`src/hw/rtl/fbpa_pkg.sv`:
```
`timescale 1ns / 1ps

package fbpa_pkg;

    localparam int NUM_BLOCKS_DEF  = 32;
    localparam int BLOCK_BYTES_DEF = 128;
    localparam int ADDR_W          = 32;

    localparam logic CMD_ALLOC = 1'b0;
    localparam logic CMD_FREE  = 1'b1;

    typedef enum logic [1:0] {
        ST_OK      = 2'd0,
        ST_EMPTY   = 2'd1,
        ST_REFUSED = 2'd2
    } status_t;

    typedef struct packed {
        logic load;
        logic div_step;
        logic walk_step;
        logic top_read;
        logic mul;
        logic commit;
    } ctrl_cmd_t;

    typedef struct packed {
        logic div_last;
        logic walk_done;
        logic out_free;
    } ctrl_sts_t;

endpackage

```
`src/hw/rtl/fixed_block_pool_allocator_top.sv`:
```
`timescale 1ns / 1ps
// channel   | dir | handshake          | payload
// ----------+-----+--------------------+--------------------------------------------
// config    | in  | cfg_we             | cfg_wdata = pool_base
// request   | in  | s_tvalid/s_tready  | s_tuser = command, s_tdata = block_address
// result    | out | m_tvalid/m_tready  | m_tuser = status, m_tdata = granted_address
//
// a request passes through stack top read, index multiply and commit before its result
// a release runs the block index step (quotient, then leftover offset), then the walk
// through the stack ram read port, one entry per cycle, then commit
// reset needs no clearing pass: a low-water mark on the free count serves untouched entries
// a finished result sits in the output register while the next transfer is taken; the
// commit step waits there only if the previous result has not been taken yet

module fixed_block_pool_allocator_top
    import fbpa_pkg::*;
#(
    parameter int NUM_BLOCKS  = NUM_BLOCKS_DEF,
    parameter int BLOCK_BYTES = BLOCK_BYTES_DEF
) (
    input  logic              clk,
    input  logic              rst_n,
    input  logic              cfg_we,
    input  logic [ADDR_W-1:0] cfg_wdata,
    input  logic              s_tvalid,
    output logic              s_tready,
    input  logic [ADDR_W-1:0] s_tdata,   // [31:0] block_address
    input  logic [0:0]        s_tuser,   // [0] command
    output logic              m_tvalid,
    input  logic              m_tready,
    output logic [ADDR_W-1:0] m_tdata,   // [31:0] granted_address
    output logic [1:0]        m_tuser    // [1:0] status
);

    ctrl_cmd_t cmd;
    ctrl_sts_t sts;
    status_t   status;

    fbpa_ctrl u_ctrl (
        .clk      (clk),
        .rst_n    (rst_n),
        .in_valid (s_tvalid),
        .in_free  (s_tuser[0]),
        .in_ready (s_tready),
        .sts      (sts),
        .cmd      (cmd)
    );

    fbpa_dp #(
        .NUM_BLOCKS  (NUM_BLOCKS),
        .BLOCK_BYTES (BLOCK_BYTES)
    ) u_dp (
        .clk        (clk),
        .rst_n      (rst_n),
        .cfg_we     (cfg_we),
        .cfg_wdata  (cfg_wdata),
        .in_free    (s_tuser[0]),
        .in_addr    (s_tdata),
        .cmd        (cmd),
        .sts        (sts),
        .out_valid  (m_tvalid),
        .out_ready  (m_tready),
        .out_status (status),
        .out_addr   (m_tdata)
    );

    assign m_tuser = status;

endmodule

```
`src/hw/rtl/fbpa_ram.sv`:
```
`timescale 1ns / 1ps

module fbpa_ram #(
    parameter int WIDTH = 5,
    parameter int DEPTH = 32,
    parameter int AW    = (DEPTH > 1) ? $clog2(DEPTH) : 1
) (
    input  logic             clk,
    input  logic             we,
    input  logic [AW-1:0]    waddr,
    input  logic [WIDTH-1:0] wdata,
    input  logic [AW-1:0]    raddr,
    output logic [WIDTH-1:0] rdata
);

    logic [WIDTH-1:0] mem [DEPTH];
    logic [WIDTH-1:0] rdata_reg;

    always_ff @(posedge clk)
    begin
        if (we)
        begin
            mem[waddr] <= wdata;
        end
        rdata_reg <= mem[raddr];
    end

    assign rdata = rdata_reg;

endmodule

```
`src/hw/rtl/fbpa_ctrl.sv`:
```
`timescale 1ns / 1ps

module fbpa_ctrl
    import fbpa_pkg::*;
(
    input  logic      clk,
    input  logic      rst_n,
    input  logic      in_valid,
    input  logic      in_free,
    output logic      in_ready,
    input  ctrl_sts_t sts,
    output ctrl_cmd_t cmd
);

    typedef enum logic [5:0] {
        S_IDLE = 6'b000001,
        S_DIV  = 6'b000010,
        S_WALK = 6'b000100,
        S_READ = 6'b001000,
        S_MUL  = 6'b010000,
        S_DONE = 6'b100000
    } state_t;

    state_t state_reg;
    state_t state_next;

    always_ff @(posedge clk or negedge rst_n)
    begin
        if (!rst_n)
        begin
            state_reg <= S_IDLE;
        end
        else
        begin
            state_reg <= state_next;
        end
    end

    always_comb
    begin
        state_next = state_reg;
        cmd        = '0;
        in_ready   = 1'b0;
        unique case (state_reg)
            S_IDLE:
            begin
                in_ready = 1'b1;
                if (in_valid)
                begin
                    cmd.load   = 1'b1;
                    state_next = (in_free == CMD_FREE) ? S_DIV : S_READ;
                end
            end
            S_DIV:
            begin
                cmd.div_step = 1'b1;
                if (sts.div_last)
                begin
                    state_next = S_WALK;
                end
            end
            S_WALK:
            begin
                cmd.walk_step = 1'b1;
                if (sts.walk_done)
                begin
                    state_next = S_DONE;
                end
            end
            S_READ:
            begin
                cmd.top_read = 1'b1;
                state_next   = S_MUL;
            end
            S_MUL:
            begin
                cmd.mul    = 1'b1;
                state_next = S_DONE;
            end
            S_DONE:
            begin
                if (sts.out_free)
                begin
                    cmd.commit = 1'b1;
                    state_next = S_IDLE;
                end
            end
            default:
            begin
                state_next = S_IDLE;
            end
        endcase
    end

endmodule

```
`src/hw/rtl/fbpa_dp.sv`:
```
`timescale 1ns / 1ps

module fbpa_dp
    import fbpa_pkg::*;
#(
    parameter int NUM_BLOCKS  = NUM_BLOCKS_DEF,
    parameter int BLOCK_BYTES = BLOCK_BYTES_DEF
) (
    input  logic              clk,
    input  logic              rst_n,
    input  logic              cfg_we,
    input  logic [ADDR_W-1:0] cfg_wdata,
    input  logic              in_free,
    input  logic [ADDR_W-1:0] in_addr,
    input  ctrl_cmd_t         cmd,
    output ctrl_sts_t         sts,
    output logic              out_valid,
    input  logic              out_ready,
    output status_t           out_status,
    output logic [ADDR_W-1:0] out_addr
);

    localparam int IDX_W = (NUM_BLOCKS > 1) ? $clog2(NUM_BLOCKS) : 1;
    localparam int CNT_W = $clog2(NUM_BLOCKS + 1);
    localparam int SPAN_W  = $clog2(NUM_BLOCKS * BLOCK_BYTES);
    localparam int SHIFT   = SPAN_W + $clog2(BLOCK_BYTES);
    localparam int RECIP_W = SPAN_W + 2;
    localparam logic [63:0] RECIP_FULL =
        ((64'd1 << SHIFT) + 64'(BLOCK_BYTES) - 64'd1) / 64'(BLOCK_BYTES);
    localparam logic [RECIP_W-1:0] RECIP = RECIP_W'(RECIP_FULL);
    localparam logic [ADDR_W-1:0] POOL_SPAN  = ADDR_W'(NUM_BLOCKS * BLOCK_BYTES);
    localparam logic [ADDR_W-1:0] BB         = ADDR_W'(BLOCK_BYTES);
    localparam logic [CNT_W-1:0]  CNT_FULL   = CNT_W'(NUM_BLOCKS);

    logic [ADDR_W-1:0] base_reg,    base_next;
    logic              free_reg,    free_next;
    logic [ADDR_W-1:0] rem_reg,     rem_next;
    logic              range_reg,   range_next;
    logic              dstep_reg,   dstep_next;
    logic [IDX_W-1:0]  quo_reg,     quo_next;
    logic [CNT_W-1:0]  count_reg,   count_next;
    logic [CNT_W-1:0]  lwm_reg,     lwm_next;
    logic [CNT_W-1:0]  walk_reg,    walk_next;
    logic              pend_reg,    pend_next;
    logic              found_reg,   found_next;
    logic [IDX_W-1:0]  rdk_reg,     rdk_next;
    logic              low_reg,     low_next;
    logic [ADDR_W-1:0] prod_reg,    prod_next;
    logic              ovalid_reg,  ovalid_next;
    status_t           ostat_reg,   ostat_next;
    logic [ADDR_W-1:0] oaddr_reg,   oaddr_next;

    logic [ADDR_W-1:0]         off;
    logic [SPAN_W+RECIP_W-1:0] recip_prod;
    logic [CNT_W-1:0]          top;
    logic [IDX_W-1:0]          raddr;
    logic [IDX_W-1:0]          rdata;
    logic [IDX_W-1:0]          entry;
    logic                      ram_we;

    assign off        = in_addr - base_reg;
    assign recip_prod = {{RECIP_W{1'b0}}, rem_reg[SPAN_W-1:0]} * {{SPAN_W{1'b0}}, RECIP};
    assign top        = count_reg - CNT_W'(1);
    assign raddr      = cmd.top_read ? top[IDX_W-1:0] : walk_reg[IDX_W-1:0];
    assign entry      = low_reg ? rdk_reg : rdata;

    fbpa_ram #(
        .WIDTH (IDX_W),
        .DEPTH (NUM_BLOCKS),
        .AW    (IDX_W)
    ) u_stack (
        .clk   (clk),
        .we    (ram_we),
        .waddr (count_reg[IDX_W-1:0]),
        .wdata (quo_reg),
        .raddr (raddr),
        .rdata (rdata)
    );

    always_ff @(posedge clk or negedge rst_n)
    begin
        if (!rst_n)
        begin
            base_reg   <= '0;
            count_reg  <= CNT_FULL;
            lwm_reg    <= CNT_FULL;
            walk_reg   <= '0;
            pend_reg   <= 1'b0;
            found_reg  <= 1'b0;
            ovalid_reg <= 1'b0;
        end
        else
        begin
            base_reg   <= base_next;
            count_reg  <= count_next;
            lwm_reg    <= lwm_next;
            walk_reg   <= walk_next;
            pend_reg   <= pend_next;
            found_reg  <= found_next;
            ovalid_reg <= ovalid_next;
        end
    end

    always_ff @(posedge clk)
    begin
        free_reg  <= free_next;
        rem_reg   <= rem_next;
        range_reg <= range_next;
        dstep_reg <= dstep_next;
        quo_reg   <= quo_next;
        rdk_reg   <= rdk_next;
        low_reg   <= low_next;
        prod_reg  <= prod_next;
        ostat_reg <= ostat_next;
        oaddr_reg <= oaddr_next;
    end

    always_comb
    begin
        base_next   = base_reg;
        free_next   = free_reg;
        rem_next    = rem_reg;
        range_next  = range_reg;
        dstep_next  = dstep_reg;
        quo_next    = quo_reg;
        count_next  = count_reg;
        lwm_next    = lwm_reg;
        walk_next   = walk_reg;
        pend_next   = pend_reg;
        found_next  = found_reg;
        rdk_next    = rdk_reg;
        low_next    = low_reg;
        prod_next   = prod_reg;
        ovalid_next = ovalid_reg;
        ostat_next  = ostat_reg;
        oaddr_next  = oaddr_reg;
        ram_we      = 1'b0;

        if (cfg_we)
        begin
            base_next = cfg_wdata;
        end

        if (out_ready)
        begin
            ovalid_next = 1'b0;
        end

        if (cmd.load)
        begin
            free_next  = in_free;
            rem_next   = off;
            range_next = (off < POOL_SPAN);
            dstep_next = 1'b0;
            quo_next   = '0;
            walk_next  = '0;
            pend_next  = 1'b0;
            found_next = 1'b0;
        end

        // block index by reciprocal multiply, then the leftover offset
        if (cmd.div_step)
        begin
            dstep_next = 1'b1;
            if (!dstep_reg)
            begin
                quo_next = recip_prod[SHIFT +: IDX_W];
            end
            else
            begin
                rem_next = rem_reg - ADDR_W'(quo_reg) * BB;
            end
        end

        if (cmd.walk_step)
        begin
            pend_next = (walk_reg < count_reg);
            if (walk_reg < count_reg)
            begin
                walk_next = walk_reg + CNT_W'(1);
                rdk_next  = walk_reg[IDX_W-1:0];
                low_next  = (walk_reg < lwm_reg);
            end
            if (pend_reg && (entry == quo_reg))
            begin
                found_next = 1'b1;
            end
        end

        if (cmd.top_read)
        begin
            rdk_next = top[IDX_W-1:0];
            low_next = (top < lwm_reg);
        end

        if (cmd.mul)
        begin
            prod_next = ADDR_W'(entry * BB);
        end

        if (cmd.commit)
        begin
            ovalid_next = 1'b1;
            oaddr_next  = '0;
            if (free_reg == CMD_ALLOC)
            begin
                if (count_reg == '0)
                begin
                    ostat_next = ST_EMPTY;
                end
                else
                begin
                    ostat_next = ST_OK;
                    oaddr_next = base_reg + prod_reg;
                    count_next = top;
                    if (lwm_reg == count_reg)
                    begin
                        lwm_next = top;
                    end
                end
            end
            else
            begin
                if (!range_reg || (rem_reg != '0) || found_reg || (count_reg == CNT_FULL))
                begin
                    ostat_next = ST_REFUSED;
                end
                else
                begin
                    ostat_next = ST_OK;
                    ram_we     = 1'b1;
                    count_next = count_reg + CNT_W'(1);
                end
            end
        end
    end

    assign sts.div_last  = dstep_reg;
    assign sts.walk_done = (walk_reg == count_reg) && !pend_reg;
    assign sts.out_free  = !ovalid_reg || out_ready;

    assign out_valid  = ovalid_reg;
    assign out_status = ostat_reg;
    assign out_addr   = oaddr_reg;

    a_count_range: assert property (@(posedge clk) disable iff (!rst_n)
        count_reg <= CNT_FULL)
        else $error("free count above pool size");

    a_lwm_order: assert property (@(posedge clk) disable iff (!rst_n)
        lwm_reg <= count_reg)
        else $error("low-water mark above free count");

    a_push_room: assert property (@(posedge clk) disable iff (!rst_n)
        ram_we |-> (count_reg < CNT_FULL) && !found_reg && range_reg)
        else $error("push into full stack or of an invalid block");

    a_pop_count: assert property (@(posedge clk) disable iff (!rst_n)
        (cmd.commit && (free_reg == CMD_ALLOC) && (count_reg != '0))
        |=> (count_reg == $past(count_reg) - CNT_W'(1)))
        else $error("grant did not pop the stack");

    a_result_hold: assert property (@(posedge clk) disable iff (!rst_n)
        cmd.commit |-> sts.out_free && !cmd.walk_step && !cmd.div_step)
        else $error("result committed over a waiting transfer");

endmodule

```
`config.mk`:
```
export PLATFORM = sky130hd
export DESIGN_NAME = fixed_block_pool_allocator_top
export DESIGN_NICKNAME = d
export VERILOG_FILES = /design/src/hw/rtl/fbpa_pkg.sv /design/src/hw/rtl/fixed_block_pool_allocator_top.sv /design/src/hw/rtl/fbpa_ram.sv /design/src/hw/rtl/fbpa_ctrl.sv /design/src/hw/rtl/fbpa_dp.sv
export SDC_FILE = /design/constraint.sdc
export NUM_CORES = 1
export LEC_CHECK = 0
export BUFFER_PORTS_ARGS = -buffer_cell sky130_fd_sc_hd__buf_2
export CORE_ASPECT_RATIO = 0.5
export CORE_MARGIN = 3
export CORE_UTILIZATION = 55
export DETAILED_ROUTE_END_ITERATION = 6
export PLACE_DENSITY = 0.83
export SETUP_SLACK_MARGIN = 0.15
export SYNTH_ARGS = -nofsm -noshare
export SYNTH_HDL_FRONTEND = slang
export SYNTH_HIERARCHICAL = 1
export SYNTH_SLANG_ARGS = --single-unit
```
`constraint.sdc`:
```
create_clock -name clk -period 4.2 [get_ports clk]
set_input_delay 0.42 -clock clk [delete_from_list [all_inputs] [get_ports clk]]
set_output_delay 0.42 -clock clk [all_outputs]
set_load 0.01 [all_outputs]
```
==> reports/qor.txt <==
Max Transition Viols Final: 0
Compound-Gate Fraction of Synth Area: 0.1086
Tightest Hold Check Type: in -> reg
Clk sinks: 309
Commonest cells after routing, fill and taps aside: edfxtp_1 (214), nor2_1 (127), nand2_1 (110)
Max-cap violation count: 0
Global-route wire length before repair: 62090 um
Fill cells: 2035
Number of antenna diodes: 0
Worst-margin pin slew: 1.422 ns
Max FFs per register: 160
Final hold violations: 0
Peak supply drop: 317.7 uV
Share of layout cells above drive strength 1: 0.1869
Routed Antenna Nets: 0
Clk root buf: clkbuf_16
Post-synth cell types: 80
Number of H-tree levels: 1
Post-synthesis cell area: 15710 um^2
Syn avg cell area: 11.78 um^2
Simple-gate portion of the synthesized area: 0.1313
Final #Nets: 1573
Crit share post-route: 0.9363
Clk_lat worst skew: 0.57 ns
Grt ovf: 0
Ys Warns: 6
Initial antenna violation count: 0
Vias per std cell: 6.252
GP Congestion: 0.9362
HPWL after DPL: 27580 um
Port bufs: 105
Synth Area in XOR/XNOR: 0.03457
Post-synth ARST share: 0.1909
Critical path required time: 4.41 ns
Max Freq: 254.3 MHz
Die Width: 245.0 um
Post-synthesis mux area share: 0.09079
Reg with most FFs: u_dp/u_stack/mem
CP Max Fanout: 8
Largest family of logic cells by synthesized area: simple AND/OR/NAND/NOR gates
Clock buffer depth: 3
Top_reg_cell synth: edfxtp_1
CP startpoint kind: flip-flop
CP Capture Type: flip-flop
Crit path kind: reg -> reg
IO Count: 106
Most common cell after layout, fill and taps aside: edfxtp_1
Flops & latches, synth: 309
Arrival time worst endpoint: 4.14 ns
Routed Wire Length: 39410 um
Starting Density: 0.5626
Final setup vio count: 0
RSZ-0062 raised after global routing: no
Sequential share of the synthesized area: 0.5491
Syn Nets: 1468
Final min period: 3.932 ns
Hold slack: 0.03946 ns
Reg clk slew, reported paths: 0.07 ns
Vias in the first global route: 11504
DR iter-0 viols: 1199
DR pass1 iterations: 5
PD cells: 553.2 nW/um^2
Die footprint: 30750 um^2
Clock Skew: 0.02138 ns
Post-synth EDFFs: 214
Setup TNS: 0 ns
Area Overhead vs Synth: 12.31%
Outcome: finished, final reports clean
Pleak: 6.670 nW
Slew headroom: 0.03842
Core area: 27920 um^2
Largest net degree at the start of global routing: 51
DR DRC count: 0
TritonCTS clock tree: yes
Tot GR Track Use: 0.2536
Cell row count: 43
Post-Syn Instances: 1334
Die Y-Extent: 125.5 um
Synth Area in Adders: 0.05241
Routed WL per cell: 21.38 um
CTS Buf Count: 28
Total number of vias: 11523
cells by family (layout without fill, tap and decap cells):
logic type,Yosys count,after routing
compound gates,270,270
xor+xnor,62,62
fa+ha+maj,64,64
buf+inv,132,259
flops,309,309
mux,78,78
simple gates,419,419
layer usage:
metal,vias to the layer above,wire length (um),GRT usage
li1,5161,-,-
met1,5629,16100,0.3373
met2,618,18770,0.4275
met3,115,3164,0.04179
met4,0,1375,0.08804
met5,-,0,0
synthesized netlist by cell type (7+ instances only):
library cell / n / area [um^2]
a21oi_1: 73 / 365.4
a21o_1: 21 / 157.7
o31ai_1: 10 / 75.07
and3_1: 9 / 56.30
nand3_1: 29 / 145.1
ha_1: 61 / 763.2
nand2_1: 110 / 412.9
buf_2: 7 / 35.03
dfxtp_1: 36 / 720.7
nor4_1: 10 / 62.56
o22ai_1: 9 / 56.30
o21a_1: 9 / 67.56
o21ai_0: 75 / 375.4
nor2_1: 129 / 484.2
edfxtp_1: 214 / 6426
nor3b_1: 9 / 67.56
nand2b_1: 9 / 56.30
a211oi_1: 10 / 75.07
nand3b_1: 7 / 52.55
xor2_1: 17 / 148.9
nor3_1: 32 / 160.2
dfrtp_1: 56 / 1401
nand4_1: 14 / 87.58
mux4_2: 50 / 1126
clkbuf_1: 42 / 157.7
mux2_2: 16 / 180.2
nor2b_1: 14 / 87.58
a31oi_1: 8 / 50.05
mux2i_1: 12 / 120.1
xnor2_1: 45 / 394.1
inv_1: 76 / 285.3
or3_1: 8 / 50.05
o211ai_1: 7 / 52.55
cell type report:
type	instances	area, um^2	area share
flip-flops and latches	309	8627	0.4890
clock inverters	12	126.4	0.007163
well taps	382	478.0	0.02709
clock buffers	40	797.0	0.04517
repair buffers	131	735.7	0.04170
multi-input cells	893	6594	0.3737
inverters	76	285.3	0.01617
critical path: stages, from the launching register on:
cell	delay, ns
dfxtp_1	0.37
or4_4	0.52
or2_4	0.26
or3_4	0.36
or4_4	0.59
nor3_2	0.37
or3b_2	0.67
nor2_1	0.44
power by group:
part / switching (mW) / internal, mW
clock: 1.13 / 1.45
sequential: 0.307 / 3.79
combinational: 1.80 / 1.29
path summary, 6_finish.rpt:
path,end,startpoint,depth (start not counted),slack [ns]
worst max-delay path,u_dp/u_stack/mem[0][3],u_dp/rem_reg[24],7,0.27
worst min-delay path,u_ctrl/state_reg[0],s_tvalid,2,0.04
worst max register to register,u_dp/u_stack/mem[0][3],u_dp/rem_reg[24],7,0.27
worst min register to register,u_dp/rem_reg[27],u_dp/rem_reg[27],1,0.47
max in group asynchronous,u_dp/lwm_reg[5],rst_n,3,2.74
min in group asynchronous,u_dp/base_reg[31],rst_n,2,0.47
through the flow:
step / total power [mW] / std cells / utilization / area [um^2] / setup slack, ns
4_1_cts: 9.730 / 1842 / 0.6314 / 17630 / 0.1631
5_1_grt: 10.20 / 1843 / 0.6319 / 17640 / 0.1480
2_1_floorplan: 6.247 / 1334 / - / 15710 / 0.5739
3_3_place_gp: 7.008 / 1789 / 0.5978 / 16690 / 0.4940
6_report: 9.760 / 1843 / 0.6319 / 17640 / 0.2675
3_5_place_dp: 7.149 / 1789 / 0.5978 / 16690 / 0.1816
repair_timing:
item                                    in CTS  in global routing
cloned                                       0                  0
pin swaps                                    0                  1
endpoints found under the setup margin      10                 90
endpoints found under the hold margin       22                  0
gates resized for setup                      2                  1
hold buffers                                 1                  0
setup buffers                                0                  1
No activity file was read; power rests on OpenSTA's default activity.
